`src/sv/ptfm_pkg.sv`:
```
// ----------------------------------------------------------------------------
// ptfm_pkg
// Shared types and constants for the persistent threshold fault monitor.
// ----------------------------------------------------------------------------
package ptfm_pkg;

    localparam int CHANNELS        = 4;
    localparam int SAMPLE_WIDTH    = 16;
    localparam int THRESH_WIDTH    = 16;
    localparam int COUNT_WIDTH_DEF = 16;
    localparam int CFG_WIDTH       = 16;
    localparam int CFG_IDX_WIDTH   = 3;
    localparam int CODE_WIDTH      = 3;
    localparam int CH_IDX_WIDTH    = 2;

    // configuration register indexes
    localparam logic [CFG_IDX_WIDTH-1:0] REG_CURRENT_TH = 3'd0;
    localparam logic [CFG_IDX_WIDTH-1:0] REG_TEMP_TH    = 3'd1;
    localparam logic [CFG_IDX_WIDTH-1:0] REG_VIN_TH     = 3'd2;
    localparam logic [CFG_IDX_WIDTH-1:0] REG_VOUT_TH    = 3'd3;
    localparam logic [CFG_IDX_WIDTH-1:0] REG_LIMIT      = 3'd4;
    localparam logic [CFG_IDX_WIDTH-1:0] REG_DIRECTION  = 3'd5;
    localparam logic [CFG_IDX_WIDTH-1:0] REG_ENABLE     = 3'd6;

    // command codes
    localparam logic CMD_SAMPLE = 1'b0;
    localparam logic CMD_FORCE  = 1'b1;

    localparam logic [THRESH_WIDTH-1:0] THRESH_RESET    = 16'h8000;
    localparam logic [CFG_WIDTH-1:0]    LIMIT_RESET     = '0;
    localparam logic [CHANNELS-1:0]     DIRECTION_RESET = '0;
    localparam logic [CHANNELS-1:0]     ENABLE_RESET    = '1;

    typedef logic signed [SAMPLE_WIDTH-1:0] t_sample;
    typedef logic [THRESH_WIDTH-1:0]        t_threshold;

    typedef struct packed {
        logic                    command;
        t_sample                 current_sample;
        t_sample                 temperature_sample;
        t_sample                 input_voltage_sample;
        t_sample                 output_voltage_sample;
        logic [CH_IDX_WIDTH-1:0] force_channel;
    } t_in_item;

    typedef struct packed {
        logic [CODE_WIDTH-1:0] fault_code;
        logic [CHANNELS-1:0]   fault_flags;
    } t_out_item;

    // per-lane controls from the top level
    typedef struct packed {
        logic tick;
        logic force_set;
        logic below;
    } t_lane_ctl;

endpackage

```
`src/sv/ptfm_lane.sv`:
```
// ----------------------------------------------------------------------------
// ptfm_lane
// One channel: magnitude compare, persistence counter and fault latch.
// ----------------------------------------------------------------------------
module ptfm_lane import ptfm_pkg::*; #(
    parameter int COUNT_WIDTH = COUNT_WIDTH_DEF
) (
    input  logic                 i_clk,
    input  logic                 i_rst_n,
    input  t_lane_ctl            i_ctl,
    input  t_sample              i_sample,
    input  t_threshold           i_threshold,
    input  logic [CFG_WIDTH-1:0] i_limit,
    output logic                 o_latch_next
);

    localparam int MAG_WIDTH = SAMPLE_WIDTH + 1;
    localparam int CMP_WIDTH = (COUNT_WIDTH > CFG_WIDTH) ? COUNT_WIDTH : CFG_WIDTH;

    logic [COUNT_WIDTH-1:0] r_count, n_count;
    logic                   r_latch;
    logic [MAG_WIDTH-1:0]   sample_ext;
    logic [MAG_WIDTH-1:0]   mag;
    logic [MAG_WIDTH-1:0]   th_ext;
    logic                   hit;
    logic                   below_limit;

    assign sample_ext = {i_sample[SAMPLE_WIDTH-1], i_sample};
    // exact magnitude, most negative value included
    assign mag    = sample_ext[MAG_WIDTH-1] ? (MAG_WIDTH'(0) - sample_ext) : sample_ext;
    assign th_ext = MAG_WIDTH'(i_threshold);
    assign hit    = i_ctl.below ? (mag <= th_ext) : (mag >= th_ext);

    // limit beyond the counter range is clipped to the all-ones count
    assign below_limit = (CMP_WIDTH'(r_count) < CMP_WIDTH'(i_limit)) && !(&r_count);

    always_comb begin
        n_count      = r_count;
        o_latch_next = r_latch | i_ctl.force_set;
        if (i_ctl.tick) begin
            if (hit) begin
                if (below_limit) begin
                    n_count = r_count + COUNT_WIDTH'(1);
                end else begin
                    o_latch_next = 1'b1;
                end
            end else begin
                n_count = '0;
            end
        end
    end

    always_ff @(posedge i_clk) begin
        if (!i_rst_n) begin
            r_count <= '0;
            r_latch <= 1'b0;
        end else begin
            r_count <= n_count;
            r_latch <= o_latch_next;
        end
    end

endmodule

```
`src/sv/persistent_threshold_fault_monitor_top.sv`:
```
// ----------------------------------------------------------------------------
// persistent_threshold_fault_monitor_top
// Over/under threshold fault monitor with persistence for four channels.
// ----------------------------------------------------------------------------
// Usage:
//   input channel : valid/ready; each transfer is a sample tick (all four
//                   channels checked) or a force command for one channel
//   output channel: valid/ready; exactly one result per input transfer,
//                   carrying the latched flags and the lowest enabled fault
//   config port   : write enable, index, data; write only while idle
// Result: each result is registered in the output queue before it is presented.
// Throughput: one item per cycle while the output queue is not full; the four
//   lane updates and the fault code encoder are combinational between the
//   input and the result register.
// Stall: a two-entry output queue (result register plus skid entry) lets one
//   more item in while a result waits; o_in_ready drops once both are full.
// Reset: synchronous, active low; thresholds return to 32768, limit and
//   direction mask to 0, enable mask to all ones, counters and fault latches
//   clear and the output queue empties. Latches clear only on reset.
// ----------------------------------------------------------------------------
module persistent_threshold_fault_monitor_top import ptfm_pkg::*; #(
    parameter int COUNT_WIDTH = COUNT_WIDTH_DEF
) (
    input  logic                     i_clk,
    input  logic                     i_rst_n,
    input  logic                     i_in_valid,
    output logic                     o_in_ready,
    input  t_in_item                 i_in_item,
    output logic                     o_out_valid,
    input  logic                     i_out_ready,
    output t_out_item                o_out_item,
    input  logic                     i_cfg_we,
    input  logic [CFG_IDX_WIDTH-1:0] i_cfg_index,
    input  logic [CFG_WIDTH-1:0]     i_cfg_data
);

    t_threshold           r_threshold [CHANNELS];
    logic [CFG_WIDTH-1:0] r_limit;
    logic [CHANNELS-1:0]  r_direction;
    logic [CHANNELS-1:0]  r_enable;

    t_out_item            r_head, r_skid;
    logic                 r_head_valid, r_skid_valid;

    logic                 in_xfer;
    logic                 out_xfer;
    t_sample              samples     [CHANNELS];
    t_lane_ctl            lane_ctl    [CHANNELS];
    logic [CHANNELS-1:0]  latch_next;
    t_out_item            n_result;

    assign o_in_ready  = !r_skid_valid;
    assign in_xfer     = i_in_valid && o_in_ready;
    assign o_out_valid = r_head_valid;
    assign out_xfer    = r_head_valid && i_out_ready;
    assign o_out_item  = r_head;

    // configuration registers
    always_ff @(posedge i_clk) begin
        if (!i_rst_n) begin
            for (int c = 0; c < CHANNELS; c++) begin
                r_threshold[c] <= THRESH_RESET;
            end
            r_limit     <= LIMIT_RESET;
            r_direction <= DIRECTION_RESET;
            r_enable    <= ENABLE_RESET;
        end else if (i_cfg_we) begin
            case (i_cfg_index)
                REG_CURRENT_TH, REG_TEMP_TH, REG_VIN_TH, REG_VOUT_TH: begin
                    r_threshold[i_cfg_index[CH_IDX_WIDTH-1:0]] <= i_cfg_data;
                end
                REG_LIMIT: begin
                    r_limit <= i_cfg_data;
                end
                REG_DIRECTION: begin
                    r_direction <= i_cfg_data[CHANNELS-1:0];
                end
                REG_ENABLE: begin
                    r_enable <= i_cfg_data[CHANNELS-1:0];
                end
                default: begin
                end
            endcase
        end
    end

    assign samples[0] = i_in_item.current_sample;
    assign samples[1] = i_in_item.temperature_sample;
    assign samples[2] = i_in_item.input_voltage_sample;
    assign samples[3] = i_in_item.output_voltage_sample;

    for (genvar c = 0; c < CHANNELS; c++) begin : g_lane
        assign lane_ctl[c].tick      = in_xfer && (i_in_item.command == CMD_SAMPLE);
        assign lane_ctl[c].force_set = in_xfer && (i_in_item.command == CMD_FORCE)
                                       && (i_in_item.force_channel == CH_IDX_WIDTH'(c));
        assign lane_ctl[c].below     = r_direction[c];

        ptfm_lane #(
            .COUNT_WIDTH (COUNT_WIDTH)
        ) u_lane (
            .i_clk        (i_clk),
            .i_rst_n      (i_rst_n),
            .i_ctl        (lane_ctl[c]),
            .i_sample     (samples[c]),
            .i_threshold  (r_threshold[c]),
            .i_limit      (r_limit),
            .o_latch_next (latch_next[c])
        );
    end

    // lowest enabled latched channel wins
    always_comb begin
        n_result.fault_flags = latch_next;
        n_result.fault_code  = '0;
        for (int c = CHANNELS - 1; c >= 0; c--) begin
            if (latch_next[c] && r_enable[c]) begin
                n_result.fault_code = CODE_WIDTH'(c + 1);
            end
        end
    end

    // two-entry output queue
    always_ff @(posedge i_clk) begin
        if (!i_rst_n) begin
            r_head_valid <= 1'b0;
            r_skid_valid <= 1'b0;
        end else begin
            if (out_xfer) begin
                if (r_skid_valid) begin
                    r_head       <= r_skid;
                    r_skid_valid <= 1'b0;
                end else if (in_xfer) begin
                    r_head <= n_result;
                end else begin
                    r_head_valid <= 1'b0;
                end
            end else if (in_xfer) begin
                if (!r_head_valid) begin
                    r_head       <= n_result;
                    r_head_valid <= 1'b1;
                end else begin
                    r_skid       <= n_result;
                    r_skid_valid <= 1'b1;
                end
            end
        end
    end

endmodule

```
`config.mk`:
```
export PLATFORM = sky130hd
export DESIGN_NAME = persistent_threshold_fault_monitor_top
export DESIGN_NICKNAME = d
export VERILOG_FILES = /design/src/sv/ptfm_pkg.sv /design/src/sv/ptfm_lane.sv /design/src/sv/persistent_threshold_fault_monitor_top.sv
export SDC_FILE = /design/constraint.sdc
export NUM_CORES = 1
export LEC_CHECK = 0
export BUFFER_PORTS_ARGS = -buffer_cell sky130_fd_sc_hd__buf_2
export CORE_ASPECT_RATIO = 1.4
export CORE_MARGIN = 2
export CORE_UTILIZATION = 52
export DETAILED_ROUTE_END_ITERATION = 10
export PLACE_DENSITY = 0.71
export SLEW_MARGIN = 0
export SYNTH_ARGS = -nofsm -noshare
export SYNTH_HDL_FRONTEND = slang
export SYNTH_HIERARCHICAL = 1
export SYNTH_SLANG_ARGS = --single-unit
```
`constraint.sdc`:
```
create_clock -name i_clk -period 5.61 [get_ports i_clk]
set_input_delay 0.2805 -clock i_clk [delete_from_list [all_inputs] [get_ports i_clk]]
set_output_delay 0.2805 -clock i_clk [all_outputs]
set_load 0.03 [all_outputs]
```
==> results by stage <==
Final layout:
- 0 antenna diodes ended up in the layout.
- The finished cells cover 0.0131 mm^2.
- For this run, the number of standard cells in the final layout without fillers is around 1700.
- The fill cell total of the finished layout is 1968.
- The layout overhead on the synthesized area is 11.7%.
- Of the cells placed in the final design, the portion with a size suffix greater than 1 is approximately an eighth.
- After the last flow step, the layout net total stands at 1621.

Critical path:
- The kind of end point of the critical path is a flop.
- The critical path is of the in -> reg type.
- Data on the critical path is required at its endpoint by around 5.8 ns.
- The startpoint class of the critical path is a primary input.
- Along the worst path, the maximum fanout reaches 5.
- The data arrival time of the worst path is approximately 4.7 ns.
- The slack of the worst reg-to-reg path is about 1.7 ns.

STA:
- Adding up every negative setup slack in the final design gives 0 ns.
- For the pin with the worst max-slew slack, the measured transition is just under 1 ns.
- Derived from the worst setup path, the maximum achievable clock frequency is 222 MHz.
- Setup violations remaining at the end of the flow were counted as 0.
- The fraction of the cycle the final worst path needs is about four fifths.
- The minimum clock period is between 4 and 5 ns.
- The final hold slack is around 0.11 ns.
- Setup repair after global routing left no endpoint under its margin.
- The clock skew is 0.00847 ns.
- The number of hold violations in the final report was 0.
- The worst-case headroom to the max-slew limit is between 30% and 40%.
- The total count of max-transition violations in the final report is 0.

GRT:
- The via count of the first global-routing pass was 9327.
- The global router's overall resource usage is approximately a quarter.
- The first global-routing pass estimated 43.4 mm of wire.
- Entering global routing, the biggest net connects 30 pins.
- The initial antenna violation count is 1.
- Summed over all layers, the global routing overflow is 0.

Die:
- The floorplan step defined a die boundary enclosing 0.0238 mm^2.
- 100 I/O pins were placed.
- In this run the core area contains 65 standard-cell rows.
- In this run the standard cell core region covers approximately 0.022 mm^2.
- From left edge to right edge, the die measures 131 um.
- The initial core utilization is a little over half.
- From bottom edge to top edge, the die measures ~180 um.

Yosys:
- Ranked by total cell area, the synthesized netlist is headed by sky130_fd_sc_hd__edfxtp_1 (20%), sky130_fd_sc_hd__dfxtp_1 (16%), sky130_fd_sc_hd__ha_1 (14%).
- After synthesis the cells add up to ~0.012 mm^2.
- The cell type contributing the most total cell area after synthesis is sky130_fd_sc_hd__edfxtp_1.
- By area, the combinational part of the netlist is dominated by simple AND/OR/NAND/NOR gates.
- Counting every net in the synthesized netlist gives around 1500.
- The synthesized netlist devotes ~7.6% of its cell area to XOR and XNOR gates.
- Sequential elements use ~36% of the synthesized area.
- In this run the biggest area consumer among cell types represents approximately 20% of the synthesized area.
- Multiplexer cells account for under 10% of the synthesized area.
- The synthesized netlist devotes between 10% and 20% of its cell area to compound gates.
- Averaged over all synthesized cells, the footprint is 9.01 um^2.
- In the synthesized netlist the dominant register cell turns out to be sky130_fd_sc_hd__dfxtp_1.
- The adder and majority gate portion of the synthesized area is 14.1%.
- Counting flops with an async set or reset pin after synthesis yields a share of 0%.
- The simple-gate share of the synthesized area is between 20% and 30%.
- The number of enable-type register cells in the synthesized netlist is approximately 80.
- The flip-flop and latch count after synthesis is roughly 170.
- During synthesis, Yosys emitted a total of 6 warnings.
- The synthesized netlist cell count is 1302.
- The number of library cell types mapped by synthesis is 61.

Drt:
- The total DRC errors in the routed layout is 0.
- Summing over every cut layer, the via total after detailed routing is 9685.
- Using the TritonRoute via totals, the vias-per-cell ratio works out to ~5.7.
- After detailed routing, the average wire length per cell comes to 16.2 um.
- The total routed wirelength is ~28 mm.
- The first routing iteration left 419 violations.
- The first detailed-routing pass took 4 iterations.
- The detail route stage leaves a number of antenna-violating nets equal to 0.

Hold path:
- The worst hold-check path type is in -> reg.

Clock network:
- The CTS tree is yes.
- The clock latency on the worst-skew pair is roughly 0.44 ns.
- Hold repair after CTS inserted 0 buffers.
- The post-cts gate resize count is 0.
- The cell chosen for the clock root is sky130_fd_sc_hd__clkbuf_16.
- The longest clock path from root to sink contains 2 buffers.
- Clock tree synthesis found a total of 172 sinks.
- The number of buffers inserted during clock tree synthesis is 17.
- The post-CTS setup buffer count is 0.
- The clock transition time at the flip-flop clock pins of the worst setup and hold paths is roughly 0.070 ns.
- The H-tree was split into 4 levels.

Placement:
- The number of cells after detailed placement is approximately 1700.
- The HPWL after detailed placement is 21.2 mm.
- The count of buffers added on input and output ports is 99.
- The final weighted congestion in routability-driven placement is 0.860.
- The placed instances occupy a cell area of roughly 0.013 mm^2.

Status:
- The flow ran to the end, and the final reports show no timing, DRC or antenna violations.

Power:
- The areal power density over the cells is around 230 mW/mm^2.
- Summed over all cells, the static leakage comes to between 5 and 6 nW.
- Across the VDD grid, the largest voltage drop is around 0.00021 V.

Job:
- The tool flagged a number of max-cap violations equal to 0.
layout make-up:
type	instances	area, um^2	area share [%]
clock buffer	24	518	3.95
multi-input combinational	933	6740	51.4
timing repair buffer	104	533	4.07
inverter	170	638	4.87
tap	301	377	2.87
clock inverter	8	80.1	0.611
sequential	172	4220	32.2
metrics by stage:
stage	util (%)	worst slack (ns)	power, W
6_report	58.6	1.11	0.00305
5_1_grt	58.6	0.806	0.00318
4_1_cts	58.6	1.09	0.00307
3_5_place_dp	55.9	0.618	0.00189
3_3_place_gp	55.9	0.836	0.00188
2_1_floorplan	-	1.47	0.00174
power breakdown:
group,total (W),switching [W],internal [W]
sequential,0.00138,0.0000209,0.00136
clock,0.00119,0.000493,0.000693
combinational,0.000486,0.000301,0.000184
total,0.00305,0.000816,0.00224
state kept, by name, summed over array words and instances (netlist names):
name                   flops
g_lane.u_lane/r_count     64
g_lane.u_lane/r_latch      4
o_out_item                 7
o_out_valid                1
r_direction                4
r_enable                   4
r_limit                   16
r_skid                     7
r_skid_valid               1
r_threshold               64
layout by cell type (no fill, tap or decap), types with 14 or more instances in the layout:
cell type	instances
sky130_fd_sc_hd__nand2b_1	25
sky130_fd_sc_hd__edfxtp_1	78
sky130_fd_sc_hd__inv_1	170
sky130_fd_sc_hd__ha_1	132
sky130_fd_sc_hd__a21oi_1	68
sky130_fd_sc_hd__and2_1	64
sky130_fd_sc_hd__nor2_1	75
sky130_fd_sc_hd__or3_1	14
sky130_fd_sc_hd__nand4_1	33
sky130_fd_sc_hd__nor3_1	20
sky130_fd_sc_hd__nand3_1	37
sky130_fd_sc_hd__o31ai_1	14
sky130_fd_sc_hd__nor4_1	23
sky130_fd_sc_hd__clkbuf_16	19
sky130_fd_sc_hd__dfxtp_1	94
sky130_fd_sc_hd__o21ai_0	55
sky130_fd_sc_hd__nor4_2	18
sky130_fd_sc_hd__nand2_1	96
sky130_fd_sc_hd__xnor2_1	94
sky130_fd_sc_hd__buf_2	99
worst paths after layout:
check | startpoint | to | depth (start not counted)
max | i_in_item[37] | o_out_item[4]$_DFFE_PP_ | 17
min | i_cfg_data[15] | r_limit[15]$_SDFFE_PN0P_ | 3
max reg2reg | r_limit[6]$_SDFFE_PN0P_ | o_out_item[4]$_DFFE_PP_ | 11
min reg2reg | g_lane[1].u_lane/r_count[13]$_SDFFE_PN0P_ | g_lane[1].u_lane/r_count[13]$_SDFFE_PN0P_ | 2
synthesized netlist by cell type (4+ instances only):
cell type,count
sky130_fd_sc_hd__and2_1,64
sky130_fd_sc_hd__or3_1,14
sky130_fd_sc_hd__o221ai_1,4
sky130_fd_sc_hd__nor4_2,18
sky130_fd_sc_hd__a21bo_1,4
sky130_fd_sc_hd__ha_1,132
sky130_fd_sc_hd__xor2_1,8
sky130_fd_sc_hd__nor4_1,23
sky130_fd_sc_hd__nand2b_1,25
sky130_fd_sc_hd__inv_1,170
sky130_fd_sc_hd__o21ai_0,58
sky130_fd_sc_hd__nand3b_1,4
sky130_fd_sc_hd__mux2i_1,8
sky130_fd_sc_hd__a21oi_1,68
sky130_fd_sc_hd__a2111oi_0,10
sky130_fd_sc_hd__a211oi_1,7
sky130_fd_sc_hd__edfxtp_1,78
sky130_fd_sc_hd__o21a_1,5
sky130_fd_sc_hd__nand3_1,37
sky130_fd_sc_hd__nor4b_1,4
sky130_fd_sc_hd__xnor2_1,94
sky130_fd_sc_hd__clkbuf_1,12
sky130_fd_sc_hd__mux2_2,11
sky130_fd_sc_hd__nor2_1,75
sky130_fd_sc_hd__nand4_1,33
sky130_fd_sc_hd__nand2_1,96
sky130_fd_sc_hd__or4_1,6
sky130_fd_sc_hd__o31ai_1,14
sky130_fd_sc_hd__a21o_1,12
sky130_fd_sc_hd__and3_1,12
sky130_fd_sc_hd__buf_2,11
sky130_fd_sc_hd__dfxtp_1,94
sky130_fd_sc_hd__nor3_1,20
sky130_fd_sc_hd__o32ai_1,8
sky130_fd_sc_hd__nor3b_1,5
sky130_fd_sc_hd__and4_1,12
sky130_fd_sc_hd__o41ai_1,9
sky130_fd_sc_hd__o22ai_1,4
critical path: stages:
cell                      delay [ns]
sky130_fd_sc_hd__buf_2          0.12
sky130_fd_sc_hd__or4_1          0.59
sky130_fd_sc_hd__nor4_1         0.20
sky130_fd_sc_hd__inv_1          0.07
sky130_fd_sc_hd__or3_1          0.39
sky130_fd_sc_hd__o31ai_1        0.28
sky130_fd_sc_hd__xnor2_1        0.11
sky130_fd_sc_hd__ha_1           0.29
sky130_fd_sc_hd__nand3_1        0.08
sky130_fd_sc_hd__nor3_1         0.31
sky130_fd_sc_hd__o31ai_1        0.13
sky130_fd_sc_hd__nand3_1        0.11
sky130_fd_sc_hd__mux2_2         0.40
sky130_fd_sc_hd__o21ai_0        0.62
sky130_fd_sc_hd__nand2_1        0.14
sky130_fd_sc_hd__a32o_1         0.31
sky130_fd_sc_hd__mux2_2         0.26
logic make-up (layout without fill, tap and decap cells):
group / after synthesis / after routing
AO/OA/AOI/OAI: 222 / 222
XOR/XNOR: 102 / 102
adder cells (fa/ha/maj): 132 / 132
buffers and inverters: 197 / 306
flip-flops: 172 / 172
multiplexers: 19 / 19
AND/OR/NAND/NOR: 458 / 458
routing by layer:
metal / GRT usage (%) / up-vias / part of all wire [%]
met5: 0 / - / 0
met4: 10.3 / 0 / 3.6
met3: 4.10 / 69 / 4.1
met2: 43.1 / 219 / 52
met1: 25.7 / 4590 / 41
li1: - / 4807 / -
(Power assumes the default switching activity.)
